### src/rtl/sha_pkg.sv
`timescale 1ns / 1ps

package sha_pkg;

    localparam int unsigned BlockBits = 512;
    localparam int unsigned WordBits  = 32;
    localparam int unsigned Rounds    = 64;
    localparam int unsigned CountBits = 61;
    localparam int unsigned DigestWords = 8;

    localparam logic [7:0] PadByte   = 8'h80;
    localparam logic [5:0] LenStart  = 6'd56;
    localparam logic [5:0] FillLast  = 6'd63;
    localparam logic [5:0] RoundLast = 6'd63;
    localparam logic [2:0] LastIdx   = 3'd7;

    // controller states
    typedef enum logic [2:0] {
        ST_IDLE,
        ST_PAD80,
        ST_PADZ,
        ST_PADLEN,
        ST_ROUND,
        ST_FOLD,
        ST_OUT
    } sha_state_t;

    // source of the byte shifted into the block register
    typedef enum logic [1:0] {
        SRC_INPUT,
        SRC_PAD80,
        SRC_ZERO,
        SRC_LEN
    } byte_src_t;

    typedef struct packed {
        logic      shift_en;
        byte_src_t byte_src;
        logic      count_en;
        logic      load_work;
        logic      round_en;
        logic      add_chain;
        logic      clear_msg;
        logic [2:0] out_idx;
    } sha_cmd_t;

    typedef struct packed {
        logic fill_last;
        logic fill_at_len;
        logic round_last;
    } sha_stat_t;

    localparam logic [31:0] IvTab [DigestWords] = '{
        32'h6a09e667, 32'hbb67ae85, 32'h3c6ef372, 32'ha54ff53a,
        32'h510e527f, 32'h9b05688c, 32'h1f83d9ab, 32'h5be0cd19
    };

    localparam logic [31:0] KTab [Rounds] = '{
        32'h428a2f98, 32'h71374491, 32'hb5c0fbcf, 32'he9b5dba5, 32'h3956c25b,
        32'h59f111f1, 32'h923f82a4, 32'hab1c5ed5, 32'hd807aa98, 32'h12835b01,
        32'h243185be, 32'h550c7dc3, 32'h72be5d74, 32'h80deb1fe, 32'h9bdc06a7,
        32'hc19bf174, 32'he49b69c1, 32'hefbe4786, 32'h0fc19dc6, 32'h240ca1cc,
        32'h2de92c6f, 32'h4a7484aa, 32'h5cb0a9dc, 32'h76f988da, 32'h983e5152,
        32'ha831c66d, 32'hb00327c8, 32'hbf597fc7, 32'hc6e00bf3, 32'hd5a79147,
        32'h06ca6351, 32'h14292967, 32'h27b70a85, 32'h2e1b2138, 32'h4d2c6dfc,
        32'h53380d13, 32'h650a7354, 32'h766a0abb, 32'h81c2c92e, 32'h92722c85,
        32'ha2bfe8a1, 32'ha81a664b, 32'hc24b8b70, 32'hc76c51a3, 32'hd192e819,
        32'hd6990624, 32'hf40e3585, 32'h106aa070, 32'h19a4c116, 32'h1e376c08,
        32'h2748774c, 32'h34b0bcb5, 32'h391c0cb3, 32'h4ed8aa4a, 32'h5b9cca4f,
        32'h682e6ff3, 32'h748f82ee, 32'h78a5636f, 32'h84c87814, 32'h8cc70208,
        32'h90befffa, 32'ha4506ceb, 32'hbef9a3f7, 32'hc67178f2
    };

endpackage

### src/rtl/sha_datapath.sv
`timescale 1ns / 1ps

module sha_datapath
(
    input  logic              clk,
    input  logic              rst_n,
    input  sha_pkg::sha_cmd_t cmd,
    input  logic [7:0]        byte_in,
    output sha_pkg::sha_stat_t stat,
    output logic [31:0]       digest_word
);

    function automatic logic [31:0] rotr(input logic [31:0] x, input int unsigned n);
        rotr = (x >> n) | (x << (32 - n));
    endfunction

    logic [511:0] blk_reg;
    logic [5:0]   fill_reg;
    logic [60:0]  count_reg;
    logic [5:0]   round_reg;
    logic [31:0]  work_reg  [8];
    logic [31:0]  work_next [8];
    logic [31:0]  chain_reg [8];

    logic [7:0]  byte_sel;
    logic [63:0] len_bits;
    logic [31:0] w0;
    logic [31:0] w1;
    logic [31:0] w9;
    logic [31:0] w14;
    logic [31:0] w_new;
    logic [31:0] big_e;
    logic [31:0] big_a;
    logic [31:0] ch;
    logic [31:0] mj;
    logic [31:0] t1;
    logic [31:0] t2;

    assign len_bits = {count_reg, 3'b000};

    always_comb
    begin
        case (cmd.byte_src)
            sha_pkg::SRC_INPUT: byte_sel = byte_in;
            sha_pkg::SRC_PAD80: byte_sel = sha_pkg::PadByte;
            sha_pkg::SRC_ZERO:  byte_sel = 8'h00;
            sha_pkg::SRC_LEN:   byte_sel = len_bits[{~fill_reg[2:0], 3'b000} +: 8];
            default:            byte_sel = 8'h00;
        endcase
    end

    // message schedule window, w[t] sits at the top of the block register
    assign w0  = blk_reg[511:480];
    assign w1  = blk_reg[479:448];
    assign w9  = blk_reg[223:192];
    assign w14 = blk_reg[63:32];

    assign w_new = w0 + w9
                 + (rotr(w1, 7) ^ rotr(w1, 18) ^ (w1 >> 3))
                 + (rotr(w14, 17) ^ rotr(w14, 19) ^ (w14 >> 10));

    assign big_e = rotr(work_reg[4], 6) ^ rotr(work_reg[4], 11) ^ rotr(work_reg[4], 25);
    assign big_a = rotr(work_reg[0], 2) ^ rotr(work_reg[0], 13) ^ rotr(work_reg[0], 22);
    assign ch    = (work_reg[4] & work_reg[5]) ^ (~work_reg[4] & work_reg[6]);
    assign mj    = (work_reg[0] & work_reg[1]) ^ (work_reg[0] & work_reg[2])
                 ^ (work_reg[1] & work_reg[2]);
    assign t1    = work_reg[7] + big_e + ch + sha_pkg::KTab[round_reg] + w0;
    assign t2    = big_a + mj;

    always_comb
    begin
        work_next[0] = t1 + t2;
        work_next[1] = work_reg[0];
        work_next[2] = work_reg[1];
        work_next[3] = work_reg[2];
        work_next[4] = work_reg[3] + t1;
        work_next[5] = work_reg[4];
        work_next[6] = work_reg[5];
        work_next[7] = work_reg[6];
    end

    always_ff @(posedge clk)
    begin
        if (cmd.shift_en)
        begin
            blk_reg <= {blk_reg[503:0], byte_sel};
        end
        else if (cmd.round_en)
        begin
            blk_reg <= {blk_reg[479:0], w_new};
        end
        if (cmd.load_work)
        begin
            work_reg <= chain_reg;
        end
        else if (cmd.round_en)
        begin
            work_reg <= work_next;
        end
    end

    always_ff @(posedge clk or negedge rst_n)
    begin
        if (!rst_n)
        begin
            fill_reg  <= '0;
            count_reg <= '0;
            round_reg <= '0;
            for (int i = 0; i < 8; i++)
            begin
                chain_reg[i] <= sha_pkg::IvTab[i];
            end
        end
        else
        begin
            if (cmd.clear_msg)
            begin
                fill_reg <= '0;
            end
            else if (cmd.shift_en)
            begin
                fill_reg <= fill_reg + 6'd1;
            end
            if (cmd.clear_msg)
            begin
                count_reg <= '0;
            end
            else if (cmd.count_en)
            begin
                count_reg <= count_reg + 61'd1;
            end
            if (cmd.load_work)
            begin
                round_reg <= '0;
            end
            else if (cmd.round_en)
            begin
                round_reg <= round_reg + 6'd1;
            end
            for (int i = 0; i < 8; i++)
            begin
                if (cmd.clear_msg)
                begin
                    chain_reg[i] <= sha_pkg::IvTab[i];
                end
                else if (cmd.add_chain)
                begin
                    chain_reg[i] <= chain_reg[i] + work_reg[i];
                end
            end
        end
    end

    assign stat.fill_last   = (fill_reg == sha_pkg::FillLast);
    assign stat.fill_at_len = (fill_reg == sha_pkg::LenStart);
    assign stat.round_last  = (round_reg == sha_pkg::RoundLast);

    assign digest_word = chain_reg[cmd.out_idx];

endmodule

### src/rtl/sha_ctrl.sv
`timescale 1ns / 1ps

module sha_ctrl
(
    input  logic               clk,
    input  logic               rst_n,
    input  logic               in_valid,
    input  logic               in_byte_valid,
    input  logic               in_last,
    output logic               in_ready,
    output logic               out_valid,
    output logic               out_last,
    input  logic               out_ready,
    input  sha_pkg::sha_stat_t stat,
    output sha_pkg::sha_cmd_t  cmd
);

    sha_pkg::sha_state_t state_reg;
    sha_pkg::sha_state_t state_next;
    sha_pkg::sha_state_t ret_reg;
    sha_pkg::sha_state_t ret_next;
    logic [2:0]          idx_reg;
    logic [2:0]          idx_next;

    always_ff @(posedge clk or negedge rst_n)
    begin
        if (!rst_n)
        begin
            state_reg <= sha_pkg::ST_IDLE;
            ret_reg   <= sha_pkg::ST_IDLE;
            idx_reg   <= '0;
        end
        else
        begin
            state_reg <= state_next;
            ret_reg   <= ret_next;
            idx_reg   <= idx_next;
        end
    end

    always_comb
    begin
        state_next    = state_reg;
        ret_next      = ret_reg;
        idx_next      = idx_reg;
        in_ready      = 1'b0;
        out_valid     = 1'b0;
        out_last      = (idx_reg == sha_pkg::LastIdx);
        cmd.shift_en  = 1'b0;
        cmd.byte_src  = sha_pkg::SRC_INPUT;
        cmd.count_en  = 1'b0;
        cmd.load_work = 1'b0;
        cmd.round_en  = 1'b0;
        cmd.add_chain = 1'b0;
        cmd.clear_msg = 1'b0;
        cmd.out_idx   = idx_reg;
        case (state_reg)
            sha_pkg::ST_IDLE:
            begin
                in_ready = 1'b1;
                if (in_valid)
                begin
                    cmd.shift_en = in_byte_valid;
                    cmd.count_en = in_byte_valid;
                    if (in_byte_valid && stat.fill_last)
                    begin
                        cmd.load_work = 1'b1;
                        state_next    = sha_pkg::ST_ROUND;
                        ret_next      = in_last ? sha_pkg::ST_PAD80 : sha_pkg::ST_IDLE;
                    end
                    else if (in_last)
                    begin
                        state_next = sha_pkg::ST_PAD80;
                    end
                end
            end
            sha_pkg::ST_PAD80:
            begin
                cmd.shift_en = 1'b1;
                cmd.byte_src = sha_pkg::SRC_PAD80;
                state_next   = sha_pkg::ST_PADZ;
                if (stat.fill_last)
                begin
                    cmd.load_work = 1'b1;
                    state_next    = sha_pkg::ST_ROUND;
                    ret_next      = sha_pkg::ST_PADZ;
                end
            end
            sha_pkg::ST_PADZ:
            begin
                if (stat.fill_at_len)
                begin
                    state_next = sha_pkg::ST_PADLEN;
                end
                else
                begin
                    cmd.shift_en = 1'b1;
                    cmd.byte_src = sha_pkg::SRC_ZERO;
                    if (stat.fill_last)
                    begin
                        cmd.load_work = 1'b1;
                        state_next    = sha_pkg::ST_ROUND;
                        ret_next      = sha_pkg::ST_PADZ;
                    end
                end
            end
            sha_pkg::ST_PADLEN:
            begin
                cmd.shift_en = 1'b1;
                cmd.byte_src = sha_pkg::SRC_LEN;
                if (stat.fill_last)
                begin
                    cmd.load_work = 1'b1;
                    state_next    = sha_pkg::ST_ROUND;
                    ret_next      = sha_pkg::ST_OUT;
                end
            end
            sha_pkg::ST_ROUND:
            begin
                cmd.round_en = 1'b1;
                if (stat.round_last)
                begin
                    state_next = sha_pkg::ST_FOLD;
                end
            end
            sha_pkg::ST_FOLD:
            begin
                cmd.add_chain = 1'b1;
                state_next    = ret_reg;
            end
            sha_pkg::ST_OUT:
            begin
                out_valid = 1'b1;
                if (out_ready)
                begin
                    idx_next = idx_reg + 3'd1;
                    if (idx_reg == sha_pkg::LastIdx)
                    begin
                        cmd.clear_msg = 1'b1;
                        state_next    = sha_pkg::ST_IDLE;
                    end
                end
            end
            default:
            begin
                state_next = sha_pkg::ST_IDLE;
            end
        endcase
    end

`ifndef ASSERT_OFF
    a_no_overlap: assert property (@(posedge clk) disable iff (!rst_n)
        !(in_ready && out_valid))
        else $error("input and output open together");

    a_load_on_full: assert property (@(posedge clk) disable iff (!rst_n)
        cmd.load_work |-> (cmd.shift_en && stat.fill_last))
        else $error("compression started without a full block");

    a_round_fold: assert property (@(posedge clk) disable iff (!rst_n)
        (state_reg == sha_pkg::ST_ROUND && stat.round_last) |=>
        (state_reg == sha_pkg::ST_FOLD))
        else $error("last round not followed by chain update");

    a_done_idle: assert property (@(posedge clk) disable iff (!rst_n)
        (state_reg == sha_pkg::ST_OUT && out_ready && idx_reg == sha_pkg::LastIdx) |=>
        (state_reg == sha_pkg::ST_IDLE && idx_reg == 3'd0))
        else $error("digest end did not return to idle");
`endif

endmodule

### src/rtl/sha256_stream_hasher.sv
`timescale 1ns / 1ps

// channel   | dir | handshake          | payload
// ----------+-----+--------------------+------------------------------------------
// s (in)    | in  | s_tvalid/s_tready  | s_tdata data_byte, s_tuser byte_valid,
//           |     |                    | s_tlast end_of_message
// m (out)   | out | m_tvalid/m_tready  | m_tdata digest_word, word_index,
//           |     |                    | m_tlast last_word
//
// one beat a cycle while bytes fill the block buffer; every 64th byte starts a
// compression (64 rounds on a single round unit plus the chain update) that
// holds the input off
// end of message: padding bytes go through the same buffer, with one or two
// compressions, then 8 output beats; the input is held off from the end beat
// until the last digest word is taken
// reset clears the chain value to the initial hash and counts to zero
// a stall on the output simply holds the digest word in place

module sha256_stream_hasher
(
    input  logic        clk,
    input  logic        rst_n,
    input  logic        s_tvalid,
    output logic        s_tready,
    input  logic [7:0]  s_tdata,   // [7:0] data_byte
    input  logic        s_tuser,   // [0] byte_valid
    input  logic        s_tlast,
    output logic        m_tvalid,
    input  logic        m_tready,
    output logic [39:0] m_tdata,   // [31:0] digest_word, [34:32] word_index, rest zero
    output logic        m_tlast
);

    sha_pkg::sha_cmd_t  cmd;
    sha_pkg::sha_stat_t stat;
    logic [31:0]        digest_word;

    sha_ctrl u_ctrl
    (
        .clk           (clk),
        .rst_n         (rst_n),
        .in_valid      (s_tvalid),
        .in_byte_valid (s_tuser),
        .in_last       (s_tlast),
        .in_ready      (s_tready),
        .out_valid     (m_tvalid),
        .out_last      (m_tlast),
        .out_ready     (m_tready),
        .stat          (stat),
        .cmd           (cmd)
    );

    sha_datapath u_datapath
    (
        .clk         (clk),
        .rst_n       (rst_n),
        .cmd         (cmd),
        .byte_in     (s_tdata),
        .stat        (stat),
        .digest_word (digest_word)
    );

    // word index comes straight from the controller's output counter
    assign m_tdata = {5'b00000, cmd.out_idx, digest_word};

endmodule

### config.mk
export PLATFORM = sky130hd
export DESIGN_NAME = sha256_stream_hasher
export DESIGN_NICKNAME = d
export VERILOG_FILES = /design/src/rtl/sha_pkg.sv /design/src/rtl/sha_datapath.sv /design/src/rtl/sha_ctrl.sv /design/src/rtl/sha256_stream_hasher.sv
export SDC_FILE = /design/constraint.sdc
export NUM_CORES = 2
export LEC_CHECK = 0
export BUFFER_PORTS_ARGS = -buffer_cell sky130_fd_sc_hd__buf_4
export CORE_MARGIN = 2
export CORE_UTILIZATION = 29
export DETAILED_ROUTE_END_ITERATION = 12
export GPL_TIMING_DRIVEN = 0
export PLACE_DENSITY_LB_ADDON = 0.3
export SYNTH_ARGS = -nofsm -noshare
export SYNTH_HDL_FRONTEND = slang
export SYNTH_SLANG_ARGS = --single-unit
### constraint.sdc
create_clock -name clk -period 17 [get_ports clk]
set_input_delay 0 -clock clk [delete_from_list [all_inputs] [get_ports clk]]
set_output_delay 0 -clock clk [all_outputs]
set_load 0.05 [all_outputs]
==> flow_summary.yaml <==
status:
  violations: "capacitance limit, slew limit"
  status: "complete, but fails checks"
finish:
  mostFrequentLayoutCells: "2,395 x nand2_1, 768 x edfxtp_1, 479 x a21oi_1"
  layout_commonest_cell: "nand2_1"
  fin_util_pct: 32.9
  synthToLayoutAreaGrowth_pct: 12.7
  nets: 9108
  final_cell_area_um2: 85400
  fillers: 27014
  largest_reg_flops: 512
  drive_gt1_share_pct: 6.76
placement:
  port_buffers: 51
  placed_area_um2: 81000
  place_ws_ns: 4.76
  hpwl_um: 239000
  gp_congestion: 0.976
timing:
  fmax_mhz: 79.5
  worst_pin_slew_ns: 1.58
  rsz0062_at_grt: "false"
  min_period_ns: 12.58
  drv_slew: 11
  clock_skew_ns: 0.0360
  setup_ws_ns: 4.42
  hold_viol: 0
  slew_headroom_pct: -5.15
  setup_violations: 0
  layout_worst_path_cycle_share_pct: 74.0
  tns_ns: 0
detailed_routing:
  route.detailed.drc: 0
  first_pass_iters: 8
  ant_nets: 0
  drt_wl_total_um: 310000
  drt-vias-per-instance: 5.38
  wl_per_cell_um: 25.8
  vias: 64696
  drt-initial-drc-count: 7761
worst_setup_path:
  cp_slowest_cell: "xor2_1"
  crit_top_cell: "inv_1"
  path_delay_family: "compound AO/OA/AOI/OAI gates"
  crit_path_max_fanout: 11
  ff2ff_path_depth: 35
  cp-start-kind: "flop"
  reg2reg_to: "u_datapath.work_next[223]"
  crit_buf_inv: 8
  cp_num_cells: 35
  worstSetupPathType: "reg2reg"
  rrSetupSlack_ns: 4.42
  required_ns: 17.54
  critPathMaxStageDelay_ns: 0.77
  r2r_start: "u_datapath.round_reg[2]"
  cp-end-kind: "flop"
  critical_path_arrival_ns: 13.12
synth:
  synth-edff-count: 768
  syn-cell-area_um2: 75800
  yosys.cell_types.count: 98
  yosysWarnings: 0
  ys_ff_latch: 1106
  syn_inst: 8273
  avgSynthCellArea_um2: 9.16
  ys.flop_type: "edfxtp_1"
  ys_seq_area_share_pct: 41.8
  synthArstFlopShare_pct: 30.6
clocking:
  cts_buffers: 135
  clkTransAtPathRegs_ns: 0.07
  cts_root_buffer: "clkbuf_16"
  cts_max_path_buffers: 3
  insertion_delay_ns: 0.83
  cts_resized: 0
  cts_sinks: 1106
  cts_tree: "done"
  htreeDepth: 4
worst_hold_path:
  hp-start: "s_tlast"
  hold_class: "in2reg"
  hold_depth: 4
  min_to: "u_ctrl.ret_reg[0]"
grt:
  antenna_found_initial: 18
  grt_pass1_wl_um: 444000
  top_usage_layer: "met2"
  grt_overflow_total: 0
  gr-usage-met3_pct: 4.25
  met2_usage_pct: 34.5
  met1_usage_pct: 31.7
  grt_pass1_vias: 62268
  grt_max_degree: 90
  track_usage_pct: 22.9
floorplanning:
  pin_count: 57
  die-area_um2: 266000
  rows: 187
  start_util_pct: 29.2
  fp.dieH_um: 515
  die_x_um: 515
  core_area_um2: 260000
power_and_ir_drop:
  p_total_mw: 5.75
  p_per_area_nw_per_um2: 67.3
  leakage_nw: 37.1
  peakVddDrop_mv: 0.101
run:
  cap_violations: 1
how the worst max path moves through the flow:
stage,from,to,slack [ns]
floorplan,u_datapath.fill_reg[0],u_datapath.blk_reg[0],2.36
global placement,u_datapath.fill_reg[0],u_datapath.blk_reg[335],-4.75
detailed placement,u_datapath.round_reg[2],u_datapath.work_next[223],4.76
CTS,u_datapath.round_reg[2],u_datapath.work_next[223],4.70
global route,u_datapath.round_reg[1],u_datapath.work_next[223],4.22
finish,u_datapath.round_reg[2],u_datapath.work_next[223],4.42
per-layer routing:
layer	up-vias	share of wire [%]
met5	-	0.013
met4	8	5.1
met3	579	8.7
met2	3051	43
met1	32185	43
li1	28873	-
area by class of cell:
class / instances / area [um^2] / area share (%)
repair buffers: 88 / 1080 / 1.27
clock inverters: 55 / 490 / 0.574
well taps: 3402 / 4260 / 4.98
diodes: 7 / 17.5 / 0.0205
inverters: 349 / 1310 / 1.53
clock buffers: 189 / 3720 / 4.36
plain buffers: 464 / 1780 / 2.09
multi-input cells: 6358 / 41100 / 48.1
flip-flops and latches: 1106 / 31700 / 37.1
timing repair:
action	in CTS	in global routing
setup buffers	0	0
endpoints found under the setup margin	0	0
endpoints found under the hold margin	189	0
hold buffers	17	0
power breakdown:
group / internal [mW] / switching [mW]
Sequential: 2.86 / 0
Clock: 1.59 / 1.27
Combinational: 0.00786 / 0.0266
worst reg2reg max path, delay by kind of cell, from the launching register on:
kind	cells	cell delay, ns
simple gates	5	1.08
compound gates	14	5.11
buf+inv	8	2.06
fa+ha+maj	6	2.51
xor+xnor	2	0.96
flops	1	0.61
synthesized netlist by cell type (all sizes together), types with 60 or more instances:
library cell / count / area [um^2]
a21o: 190 / 1430
a21oi: 480 / 2410
clkbuf: 405 / 1520
dfrtp: 202 / 5050
dfstp: 136 / 3570
edfxtp: 768 / 23100
fa: 195 / 3900
ha: 397 / 4970
inv: 348 / 1310
mux4: 86 / 1940
nand2: 2398 / 9000
nand3: 156 / 781
nor2: 367 / 1390
nor3: 109 / 556
o21a: 60 / 450
o21ai: 490 / 2460
xnor2: 368 / 3260
xor2: 263 / 2300
cells by family (layout without fill, tap and decap cells):
group | after synthesis | count (layout) | synth area share, %
compound gates | 1609 | 1609 | 13.1
xor+xnor | 631 | 631 | 7.33
fa+ha+maj | 595 | 595 | 11.7
buf+inv | 813 | 1145 | 4.07
flops | 1106 | 1106 | 41.8
mux | 176 | 176 | 3.81
other cells | 1 | 12 | 0.00495
simple gates | 3342 | 3342 | 18.1
through the flow:
step	hold slack [ns]	cells
after floorplan	-0.296	8277
after global placement	0.318	11730
after detailed placement	0.0612	11750
after CTS	0.0478	12011
after global routing	0.0967	12014
final	0.101	12018
(Power assumes the default switching activity.)
